<file path="config.mk">
export PLATFORM = sky130hd
export DESIGN_NAME = multichannel_dma_controller_core
export DESIGN_NICKNAME = d
export VERILOG_FILES = /design/src/rtl/mdma_pkg.sv /design/src/rtl/mdma_queue.sv /design/src/rtl/mdma_exec.sv /design/src/rtl/multichannel_dma_controller_core.sv
export SDC_FILE = /design/constraint.sdc
export NUM_CORES = 2
export LEC_CHECK = 0
export BUFFER_PORTS_ARGS = -buffer_cell sky130_fd_sc_hd__buf_4
export CORE_ASPECT_RATIO = 1.5
export CORE_MARGIN = 4
export CORE_UTILIZATION = 28
export DETAILED_ROUTE_END_ITERATION = 6
export PLACE_DENSITY = 0.54
export SKIP_CTS_REPAIR_TIMING = 1
export SYNTH_ARGS = -nofsm -noshare
export SYNTH_HDL_FRONTEND = slang
export SYNTH_HIERARCHICAL = 1
export SYNTH_SLANG_ARGS = --single-unit
</file>
<file path="constraint.sdc">
create_clock -name clk -period 6.5 [get_ports clk]
set_input_delay 1.3 -clock clk [delete_from_list [all_inputs] [get_ports clk]]
set_output_delay 1.3 -clock clk [all_outputs]
set_load 0.02 [all_outputs]
</file>
<file path="src/rtl/mdma_pkg.sv">
// ============================================================================
// mdma_pkg: shared types and constants of the four-channel DMA controller
// Command codes, register offsets, item and result records, control and address helpers.
// ============================================================================
package mdma_pkg;

    typedef enum logic [2:0] {
        CMD_READ  = 3'd0,
        CMD_WRITE = 3'd1,
        CMD_LINE  = 3'd2,
        CMD_INTR  = 3'd3,
        CMD_TICK  = 3'd4
    } cmd_t;

    localparam logic [5:0] GC_OFFSET = 6'h3e;
    localparam logic [3:0] R_SRC_HI  = 4'h0;
    localparam logic [3:0] R_SRC_LO  = 4'h2;
    localparam logic [3:0] R_DST_HI  = 4'h4;
    localparam logic [3:0] R_DST_LO  = 4'h6;
    localparam logic [3:0] R_CNT_HI  = 4'h8;
    localparam logic [3:0] R_CNT_LO  = 4'ha;
    localparam logic [3:0] R_CTRL    = 4'hc;

    localparam logic [1:0] DIR_UP   = 2'd0;
    localparam logic [1:0] DIR_DOWN = 2'd1;

    // One input item as held in the queue between front and back
    typedef struct packed {
        logic [2:0]  command;
        logic [5:0]  reg_offset;
        logic        access_halfword;
        logic [15:0] write_data;
        logic [1:0]  line_channel;
        logic        line_level;
        logic [2:0]  internal_source;
    } item_t;

    // Result record (packed into the output tdata)
    typedef struct packed {
        logic        setup_error;
        logic        irq_pulse;
        logic        tc_pulse;
        logic [3:0]  ack_lines;
        logic [2:0]  xfer_bytes;
        logic [31:0] xfer_dest;
        logic [31:0] xfer_source;
        logic [1:0]  xfer_channel;
        logic        xfer_valid;
        logic [15:0] read_data;
    } result_t;

    function automatic logic ctrl_ok(input logic [15:0] c);
        return (c[14:12] != 3'd2) && (c[14:12] != 3'd3) && (c[11:10] != 2'd3) &&
               (c[9:8] != 2'd3) && (c[7:6] != 2'd3) && (c[2:1] != 2'd3);
    endfunction

    function automatic logic in_internal(input logic [31:0] a);
        return (a[31:12] == 20'd0) || (a[31:12] == 20'hfe000) ||
               (a[31:10] == 22'h300000);
    endfunction

    function automatic logic [31:0] step_addr(input logic [31:0] a,
                                              input logic [1:0] dir,
                                              input logic [31:0] w);
        logic [31:0] r;
        r = a;
        if (dir == DIR_UP)
            r = a + w;
        else if (dir == DIR_DOWN)
            r = a - w;
        return r;
    endfunction

endpackage

</file>
<file path="src/rtl/mdma_queue.sv">
// ============================================================================
// mdma_queue: two-entry item queue
// Decouples the front (input acceptance) from the back (execution).
// ============================================================================
module mdma_queue
    import mdma_pkg::*;
(
    input  logic  clk,
    input  logic  rst_n,
    input  logic  in_valid,
    output logic  in_ready,
    input  item_t in_item,
    output logic  out_valid,
    input  logic  out_ready,
    output item_t out_item
);

    item_t      mem_reg [2];
    logic       wr_ptr_reg;
    logic       rd_ptr_reg;
    logic [1:0] count_reg;

    logic push;
    logic pop;

    assign in_ready  = (count_reg != 2'd2);
    assign out_valid = (count_reg != 2'd0);
    assign out_item  = mem_reg[rd_ptr_reg];
    assign push      = in_valid && in_ready;
    assign pop       = out_valid && out_ready;

    // Storage
    always_ff @(posedge clk)
    begin
        if (push)
            mem_reg[wr_ptr_reg] <= in_item;
    end

    // Pointers and fill count
    always_ff @(posedge clk or negedge rst_n)
    begin
        if (!rst_n)
        begin
            wr_ptr_reg <= 1'b0;
            rd_ptr_reg <= 1'b0;
            count_reg  <= 2'd0;
        end
        else
        begin
            if (push)
                wr_ptr_reg <= ~wr_ptr_reg;
            if (pop)
                rd_ptr_reg <= ~rd_ptr_reg;
            if (push && !pop)
                count_reg <= count_reg + 2'd1;
            else if (pop && !push)
                count_reg <= count_reg - 2'd1;
        end
    end

endmodule

</file>
<file path="src/rtl/mdma_exec.sv">
// ============================================================================
// mdma_exec: execution back end
// Holds the channel registers, runs register accesses, request events and
// ticks, one item per cycle unless the output stalls, into an output register.
// ============================================================================
module mdma_exec
    import mdma_pkg::*;
#(
    parameter int CHANNELS         = 4,
    parameter int INTERNAL_SOURCES = 8,
    parameter int EXTERNAL_CODE    = 0,
    parameter int SOFTWARE_CODE    = 1
)
(
    input  logic    clk,
    input  logic    rst_n,
    input  logic    in_valid,
    output logic    in_ready,
    input  item_t   in_item,
    output logic    out_valid,
    input  logic    out_ready,
    output result_t out_result
);

    localparam logic [2:0] EXT_C = 3'(EXTERNAL_CODE);
    localparam logic [2:0] SW_C  = 3'(SOFTWARE_CODE);

    logic [31:0] src_reg  [4];
    logic [31:0] dst_reg  [4];
    logic [23:0] cnt_reg  [4];
    logic [15:0] ctrl_reg [4];
    logic [3:0]  ext_req_reg;
    logic [3:0]  soft_req_reg;
    logic [7:0]  int_pend_reg;
    logic [8:0]  gc_reg;
    logic        valid_reg;
    result_t     res_reg;

    logic [31:0] src_next  [4];
    logic [31:0] dst_next  [4];
    logic [23:0] cnt_next  [4];
    logic [15:0] ctrl_next [4];
    logic [3:0]  ext_req_next;
    logic [3:0]  soft_req_next;
    logic [7:0]  int_pend_next;
    logic [8:0]  gc_next;
    result_t     res_next;

    logic        fire;
    logic [3:0]  req_vec;
    logic        sel_found;
    logic [1:0]  sel;
    logic [1:0]  ch;
    logic [3:0]  r;
    logic [15:0] c;
    logic [2:0]  tt;
    logic [31:0] w;
    logic [23:0] cnt;
    logic [23:0] cnt_dec;
    logic        first;

    assign in_ready   = !valid_reg || out_ready;
    assign fire       = in_valid && in_ready;
    assign out_valid  = valid_reg;
    assign out_result = res_reg;

    // Per-channel request flags
    always_comb
    begin
        for (int i = 0; i < 4; i++)
        begin
            logic [2:0] t;
            t = ctrl_reg[i][14:12];
            req_vec[i] = 1'b0;
            if (i < CHANNELS && ctrl_reg[i][0] && ctrl_ok(ctrl_reg[i]))
            begin
                if (t == EXT_C)
                    req_vec[i] = ext_req_reg[i];
                else if (t == SW_C)
                    req_vec[i] = soft_req_reg[i];
                else
                    req_vec[i] = (32'(t) < INTERNAL_SOURCES) && int_pend_reg[t];
            end
        end
    end

    // Lowest requested channel
    always_comb
    begin
        sel_found = |req_vec;
        priority casez (req_vec)
            4'b???1: sel = 2'd0;
            4'b??10: sel = 2'd1;
            4'b?100: sel = 2'd2;
            default: sel = 2'd3;
        endcase
    end

    // Item execution
    always_comb
    begin
        logic tick_sel;
        for (int i = 0; i < 4; i++)
        begin
            src_next[i]  = src_reg[i];
            dst_next[i]  = dst_reg[i];
            cnt_next[i]  = cnt_reg[i];
            ctrl_next[i] = ctrl_reg[i];
        end
        ext_req_next  = ext_req_reg;
        soft_req_next = soft_req_reg;
        int_pend_next = int_pend_reg;
        gc_next       = gc_reg;
        res_next      = '0;
        tick_sel      = 1'b0;

        ch      = in_item.reg_offset[5:4];
        r       = in_item.reg_offset[3:0];
        c       = ctrl_reg[sel];
        tt      = c[14:12];
        w       = 32'd1 << c[2:1];
        cnt     = cnt_reg[sel];
        cnt_dec = cnt - w[23:0];
        first   = (cnt == 24'd0);

        unique case (in_item.command)
            CMD_READ:
            begin
                if (in_item.access_halfword)
                begin
                    if (in_item.reg_offset == GC_OFFSET)
                    begin
                        res_next.read_data = {7'd0, gc_reg};
                        gc_next[7:4] = 4'd0;
                    end
                    else if (32'(ch) < CHANNELS)
                    begin
                        unique case (r)
                            R_SRC_HI: res_next.read_data = src_reg[ch][31:16];
                            R_SRC_LO: res_next.read_data = src_reg[ch][15:0];
                            R_DST_HI: res_next.read_data = dst_reg[ch][31:16];
                            R_DST_LO: res_next.read_data = dst_reg[ch][15:0];
                            R_CNT_HI: res_next.read_data = {8'd0, cnt_reg[ch][23:16]};
                            R_CNT_LO: res_next.read_data = cnt_reg[ch][15:0];
                            R_CTRL:   res_next.read_data = ctrl_reg[ch];
                            default:  res_next.read_data = 16'd0;
                        endcase
                    end
                end
            end
            CMD_WRITE:
            begin
                if (in_item.access_halfword)
                begin
                    if (in_item.reg_offset == GC_OFFSET)
                    begin
                        gc_next[0] = in_item.write_data[0];
                        gc_next[8] = in_item.write_data[8];
                    end
                    else if (32'(ch) < CHANNELS)
                    begin
                        unique case (r)
                            R_SRC_HI: src_next[ch][31:16] = in_item.write_data;
                            R_SRC_LO: src_next[ch][15:0]  = in_item.write_data;
                            R_DST_HI: dst_next[ch][31:16] = in_item.write_data;
                            R_DST_LO: dst_next[ch][15:0]  = in_item.write_data;
                            R_CNT_HI: cnt_next[ch][23:16] = in_item.write_data[7:0];
                            R_CNT_LO: cnt_next[ch][15:0]  = in_item.write_data;
                            R_CTRL:
                            begin
                                ctrl_next[ch] = in_item.write_data;
                                soft_req_next[ch] = (in_item.write_data[14:12] == SW_C);
                            end
                            default: ;
                        endcase
                    end
                end
            end
            CMD_LINE:
            begin
                if (32'(in_item.line_channel) < CHANNELS)
                    ext_req_next[in_item.line_channel] = in_item.line_level ^
                        ctrl_reg[in_item.line_channel][4];
            end
            CMD_INTR:
            begin
                if (32'(in_item.internal_source) < INTERNAL_SOURCES)
                    int_pend_next[in_item.internal_source] = 1'b1;
            end
            CMD_TICK:
            begin
                if (gc_reg[0] && sel_found)
                begin
                    tick_sel = 1'b1;
                    res_next.xfer_channel = sel;
                    if ((!first && cnt < w[23:0]) || in_internal(src_reg[sel]) ||
                        in_internal(dst_reg[sel]))
                    begin
                        ctrl_next[sel][0] = 1'b0;
                        res_next.setup_error = 1'b1;
                    end
                    else
                    begin
                        res_next.xfer_valid  = 1'b1;
                        res_next.xfer_source = src_reg[sel];
                        res_next.xfer_dest   = dst_reg[sel];
                        res_next.xfer_bytes  = w[2:0];
                        src_next[sel] = step_addr(src_reg[sel], c[9:8], w);
                        dst_next[sel] = step_addr(dst_reg[sel], c[7:6], w);
                        if (!first)
                            cnt_next[sel] = cnt_dec;
                        if (first || cnt_dec == 24'd0)
                        begin
                            ctrl_next[sel][0] = 1'b0;
                            gc_next[4 + 32'(sel)] = 1'b1;
                            res_next.tc_pulse  = 1'b1;
                            res_next.irq_pulse = 1'b1;
                        end
                    end
                    if (tt == EXT_C)
                    begin
                        if (!c[3])
                            ext_req_next[sel] = 1'b0;
                    end
                    else if (tt == SW_C)
                        soft_req_next[sel] = 1'b0;
                    else if (32'(tt) < INTERNAL_SOURCES)
                        int_pend_next[tt] = 1'b0;
                end
            end
            default: ;
        endcase

        // Ack levels from the control words as they stand after this item
        for (int i = 0; i < 4; i++)
        begin
            if (i < CHANNELS)
                res_next.ack_lines[i] = (tick_sel && sel == 2'(i)) ?
                    ctrl_next[i][5] : ~ctrl_next[i][5];
            else
                res_next.ack_lines[i] = 1'b1;
        end
    end

    // Channel state
    always_ff @(posedge clk or negedge rst_n)
    begin
        if (!rst_n)
        begin
            for (int i = 0; i < 4; i++)
            begin
                src_reg[i]  <= '0;
                dst_reg[i]  <= '0;
                cnt_reg[i]  <= '0;
                ctrl_reg[i] <= '0;
            end
            ext_req_reg  <= '0;
            soft_req_reg <= '0;
            int_pend_reg <= '0;
            gc_reg       <= '0;
            valid_reg    <= 1'b0;
        end
        else
        begin
            if (fire)
            begin
                for (int i = 0; i < 4; i++)
                begin
                    src_reg[i]  <= src_next[i];
                    dst_reg[i]  <= dst_next[i];
                    cnt_reg[i]  <= cnt_next[i];
                    ctrl_reg[i] <= ctrl_next[i];
                end
                ext_req_reg  <= ext_req_next;
                soft_req_reg <= soft_req_next;
                int_pend_reg <= int_pend_next;
                gc_reg       <= gc_next;
                valid_reg    <= 1'b1;
            end
            else if (out_ready)
                valid_reg <= 1'b0;
        end
    end

    // Result register
    always_ff @(posedge clk)
    begin
        if (fire)
            res_reg <= res_next;
    end

endmodule

</file>
<file path="src/rtl/multichannel_dma_controller_core.sv">
// ============================================================================
// multichannel_dma_controller_core: four-channel DMA controller
// Front takes items into a short queue; back end executes them in order.
//
//  channel | direction | tdata fields (low bit first)
//  s_axis  | in        | command, reg_offset, access_halfword, write_data,
//          |           | line_channel, line_level, internal_source
//  m_axis  | out       | read_data, xfer_valid, xfer_channel, xfer_source,
//          |           | xfer_dest, xfer_bytes, ack_lines, tc_pulse,
//          |           | irq_pulse, setup_error
//
// One item per cycle sustained while the output is not stalled; an item passes the queue and the result register.
// The execute stage (priority pick, address adders, count
// subtract) sets the rate.
// Reset clears all channel registers, request flags and the queue.
// A stalled output holds its result; the queue absorbs two items behind it.
// ============================================================================
module multichannel_dma_controller_core
    import mdma_pkg::*;
#(
    parameter int CHANNELS         = 4,
    parameter int INTERNAL_SOURCES = 8,
    parameter int EXTERNAL_CODE    = 0,
    parameter int SOFTWARE_CODE    = 1
)
(
    input  logic         clk,
    input  logic         rst_n,
    input  logic         s_axis_tvalid,
    output logic         s_axis_tready,
    // command, reg_offset, access_halfword, write_data, line_channel,
    // line_level, internal_source
    input  logic [31:0]  s_axis_tdata,
    output logic         m_axis_tvalid,
    input  logic         m_axis_tready,
    // read_data, xfer_valid, xfer_channel, xfer_source, xfer_dest,
    // xfer_bytes, ack_lines, tc_pulse, irq_pulse, setup_error, zero fill
    output logic [103:0] m_axis_tdata
);

    item_t   in_item;
    item_t   q_item;
    logic    q_valid;
    logic    q_ready;
    result_t result;

    // Front: unpack the item fields
    assign in_item.command         = s_axis_tdata[2:0];
    assign in_item.reg_offset      = s_axis_tdata[8:3];
    assign in_item.access_halfword = s_axis_tdata[9];
    assign in_item.write_data      = s_axis_tdata[25:10];
    assign in_item.line_channel    = s_axis_tdata[27:26];
    assign in_item.line_level      = s_axis_tdata[28];
    assign in_item.internal_source = s_axis_tdata[31:29];

    mdma_queue u_queue (
        .clk       (clk),
        .rst_n     (rst_n),
        .in_valid  (s_axis_tvalid),
        .in_ready  (s_axis_tready),
        .in_item   (in_item),
        .out_valid (q_valid),
        .out_ready (q_ready),
        .out_item  (q_item)
    );

    mdma_exec #(
        .CHANNELS         (CHANNELS),
        .INTERNAL_SOURCES (INTERNAL_SOURCES),
        .EXTERNAL_CODE    (EXTERNAL_CODE),
        .SOFTWARE_CODE    (SOFTWARE_CODE)
    ) u_exec (
        .clk        (clk),
        .rst_n      (rst_n),
        .in_valid   (q_valid),
        .in_ready   (q_ready),
        .in_item    (q_item),
        .out_valid  (m_axis_tvalid),
        .out_ready  (m_axis_tready),
        .out_result (result)
    );

    assign m_axis_tdata = {7'd0, result};

    // Checks
    a_xfer_bytes: assert property (@(posedge clk) disable iff (!rst_n)
        m_axis_tvalid && result.xfer_valid |->
            (result.xfer_bytes == 3'd1 || result.xfer_bytes == 3'd2 ||
             result.xfer_bytes == 3'd4))
        else $error("transfer with bad unit size");
    a_err_excl: assert property (@(posedge clk) disable iff (!rst_n)
        m_axis_tvalid |-> !(result.setup_error && result.xfer_valid))
        else $error("setup error together with a transfer");
    a_tc_xfer: assert property (@(posedge clk) disable iff (!rst_n)
        m_axis_tvalid && result.tc_pulse |-> result.xfer_valid && result.irq_pulse)
        else $error("terminal count without transfer");
    a_hold: assert property (@(posedge clk) disable iff (!rst_n)
        m_axis_tvalid && !m_axis_tready |=> m_axis_tvalid && $stable(m_axis_tdata))
        else $error("stalled result changed");

endmodule

</file>
==> summary.txt <==
Worst setup path
  – Worst setup EP type: register
  – Worst reg2reg setup slack: 0.34 ns
  – Critical path type: register to register
  – CP required: 7.07 ns
  – CP max FO: 20
  – WP data arrival: 6.73 ns
  – Setup crit start kind: register

Detailed routing
  – Wire per inst: 34.0 um
  – Post-route DRC: 3
  – Vias per cell: 6.32
  – Drt first-iter violations: 4235
  – Post-route ant nets: 0
  – First-pass detailed-route iteration total: 7
  – Vias: 33.8k
  – Routed WL: 182000 um

Synthesis
  – Post-synth EDFFs: 156
  – Count leader, synth: dfrtp_1
  – Post-synth ARST share: 0.738
  – Dominant cells by area after synthesis: dfrtp_1, edfxtp_1, mux2_2, mux4_2, o22ai_1
  – Unique masters post-synth: 107
  – Synthesized area: 0.0370 sq mm
  – Post-synth top area share: 0.297
  – Yosys warns: 6
  – Top cells by count, synth: dfrtp_1, o22ai_1, mux2_2
  – Ys flop type: dfrtp_1
  – Synth area leader: dfrtp_1
  – Synthesized flop and latch total: 595
  – Sequential area share after synthesis: 0.424
  – Syn Area/Cell: 10.7 sq um
  – Syn Inst Count: 3453

Timing
  – Final Worst Setup Slack: 0.336 ns
  – Max Slew Vio Count: 0
  – Final setup fails: 0
  – Peak Freq: 162 MHz
  – Worst slew margin: 0.241
  – Final Critical Period: 6.16 ns
  – Final hold violation count: 0
  – Worst-margin pin slew: 1.13 ns
  – Clock skew: 0.0521 ns
  – Unrepaired setup endpoints after global routing: false
  – Period utilization: 0.948
  – Post-route setup TNS: 0 ns

Global route
  – Met1 Track Usage GR: 0.285
  – Grt total ovfl: 0
  – Global Route met3 Usage: 0.0594
  – Global-route met2 utilization: 0.395
  – Largest net degree at the start of global routing: 117
  – Vias in the first global route: 33.4k
  – GRT Util Overall: 0.255
  – First-pass GRT wire length: 256000 um
  – Grt peak-use layer: met2
  – Antenna violations before repair: 6

Finish
  – Layout cells sized above 1: 0.267
  – Seq. cell area: 0.0157 sq mm
  – Fin nets: 3624
  – Multi-input logic area: 0.0201 sq mm
  – Finished Layout Cells: 5351
  – Filler Cells Inserted: 13.5k
  – Layout area overhead: 15.9%

Clock network
  – H-tree depth: 3
  – Clock transition at path regs: 0.06 ns
  – CTS Buffer Depth: 3
  – Clock sink count: 595
  – CTS tree: done
  – Num CTS Buffers: 66
  – Worst-Skew Late Latency: 0.72 ns
  – Clock root buffer: clkbuf_16

Run
  – Max-Cap Viols: 0

Power
  – Cell Pwr Density: 390 mW/mm^2
  – Maximum vdd drop: 275 uV
  – Pleak: 17.4 nW

Die
  – Rows: 163
  – Starting Density: 0.281
  – IO Pins: 142
  – Die Ht: 453 um
  – Die width: 305 um
  – Core area: 0.131 sq mm
  – Die area: 0.138 sq mm

Place
  – Post-Place Setup Slack: 0.282 ns
  – GP Congestion: 1.01
  – Hpwl dp: 127000 um
  – IO Port Bufs: 130
  – Placed cells: 5225

Run status
  – Status: complete, but fails checks
  – Failing checks: design-rule violations

Worst hold path
  – Worst Hold Class: register to register
[cell usage in the layout (no fill, tap or decap), types with 17 or more instances in the layout]
| cell type | Yosys | layout |
|---|---|---|
| o31ai_1 | 33 | 33 |
| mux2_2 | 308 | 308 |
| inv_1 | 39 | 38 |
| a21oi_1 | 104 | 101 |
| ha_1 | 21 | 21 |
| a21o_1 | 17 | 17 |
| nor2b_1 | 18 | 17 |
| buf_4 | 14 | 306 |
| nor3_1 | 43 | 40 |
| mux2i_1 | 40 | 40 |
| nor2_1 | 207 | 200 |
| a22oi_1 | 65 | 65 |
| or2_2 | 20 | 19 |
| clkbuf_16 | 0 | 67 |
| nor4b_1 | 32 | 32 |
| mux2_1 | 100 | 100 |
| xor2_1 | 28 | 28 |
| a31oi_1 | 41 | 41 |
| edfxtp_1 | 156 | 156 |
| nor4_1 | 41 | 40 |
| nand3_1 | 52 | 50 |
| a211oi_1 | 18 | 18 |
| o21ai_0 | 116 | 115 |
| mux2_4 | 29 | 27 |
| a311o_1 | 19 | 19 |
| dfrtp_1 | 439 | 438 |
| nand4_1 | 47 | 47 |
| mux4_2 | 105 | 105 |
| a311oi_1 | 23 | 23 |
| nand2b_1 | 29 | 29 |
| o22ai_1 | 346 | 346 |
| nand2_1 | 277 | 270 |
| or3_1 | 20 | 19 |
| xnor2_1 | 51 | 51 |
[per-stage QoR]
stage          area [sq um]  total power [mW]  hold slack, ns  utilization
4_1_cts               42800              16.5           0.489        0.326
2_1_floorplan         37000              9.14           0.443            -
3_5_place_dp          40600              12.6           0.471        0.309
6_report              42800              16.7           0.485        0.326
3_3_place_gp          40600              12.5           0.472        0.309
5_1_grt               42800              17.2           0.514        0.326
[cell families after synthesis]
| logic type | after synthesis | share of synthesized area |
|---|---|---|
| buf+inv | 328 | 0.0388 |
| xor+xnor | 79 | 0.0187 |
| compound gates | 958 | 0.177 |
| other cells | 1 | 0.000101 |
| simple gates | 884 | 0.121 |
| mux | 582 | 0.211 |
| fa+ha+maj | 26 | 0.00982 |
| flops | 595 | 0.424 |
[path summary, 6_finish.rpt]
check	startpoint	end	cells after the start
min in group asynchronous	rst_n	u_exec/dst_reg[123]$_DFFE_PN0P_	1
worst min register to register	u_exec/ctrl_reg[31]$_DFFE_PN0P_	u_exec/ctrl_reg[31]$_DFFE_PN0P_	2
worst max-delay path	u_exec/ctrl_reg[57]$_DFFE_PN0P_	u_exec/dst_reg[117]$_DFFE_PN0P_	23
worst min-delay path	u_exec/ctrl_reg[31]$_DFFE_PN0P_	u_exec/ctrl_reg[31]$_DFFE_PN0P_	2
worst max register to register	u_exec/ctrl_reg[57]$_DFFE_PN0P_	u_exec/dst_reg[117]$_DFFE_PN0P_	23
max in group asynchronous	rst_n	u_queue/rd_ptr_reg$_DFFE_PN0P_	2
[power by group]
part | switching (mW) | internal, mW | leakage [nW]
combinational | 5.48 | 2.38 | 8.78
clock | 1.80 | 2.13 | 1.06
sequential | 0.423 | 4.50 | 7.56
total | 7.70 | 9.02 | 17.4
[final cells by class]
type                    count  area share
clock inverters            34     0.00844
diodes                      5    0.000292
repair buffers            319      0.0596
inverters                  40     0.00356
well taps                1732      0.0506
multi-input cells        2540       0.469
clock buffers              86      0.0425
flip-flops and latches    595       0.366
[worst max-delay path, cell delays in order, from the launching register on]
cell	delay, ns
dfrtp_1	0.43
a222oi_1	0.54
and3_1	0.32
and3_4	0.33
nor3_2	0.08
a22oi_1	0.14
o21ai_0	0.18
buf_4	0.19
nor2_2	0.35
ha_1	0.25
inv_1	0.06
fa_1	0.42
nand2_1	0.13
nand2_1	0.08
a21oi_2	0.20
and2_1	0.19
nand2_2	0.12
or4b_1	0.59
o211a_2	0.22
a21oi_2	0.20
buf_12	0.22
and4b_1	0.21
buf_4	0.24
mux2_1	0.35
[metal layers]
metal | up-vias | share of wire | wire length [um]
met5 | - | 0.00015 | 28
li1 | 13700 | - | -
met1 | 17000 | 0.35 | 63000
met2 | 2318 | 0.44 | 79800
met3 | 813 | 0.092 | 16800
met4 | 4 | 0.12 | 22400
(Power assumes the default switching activity.)
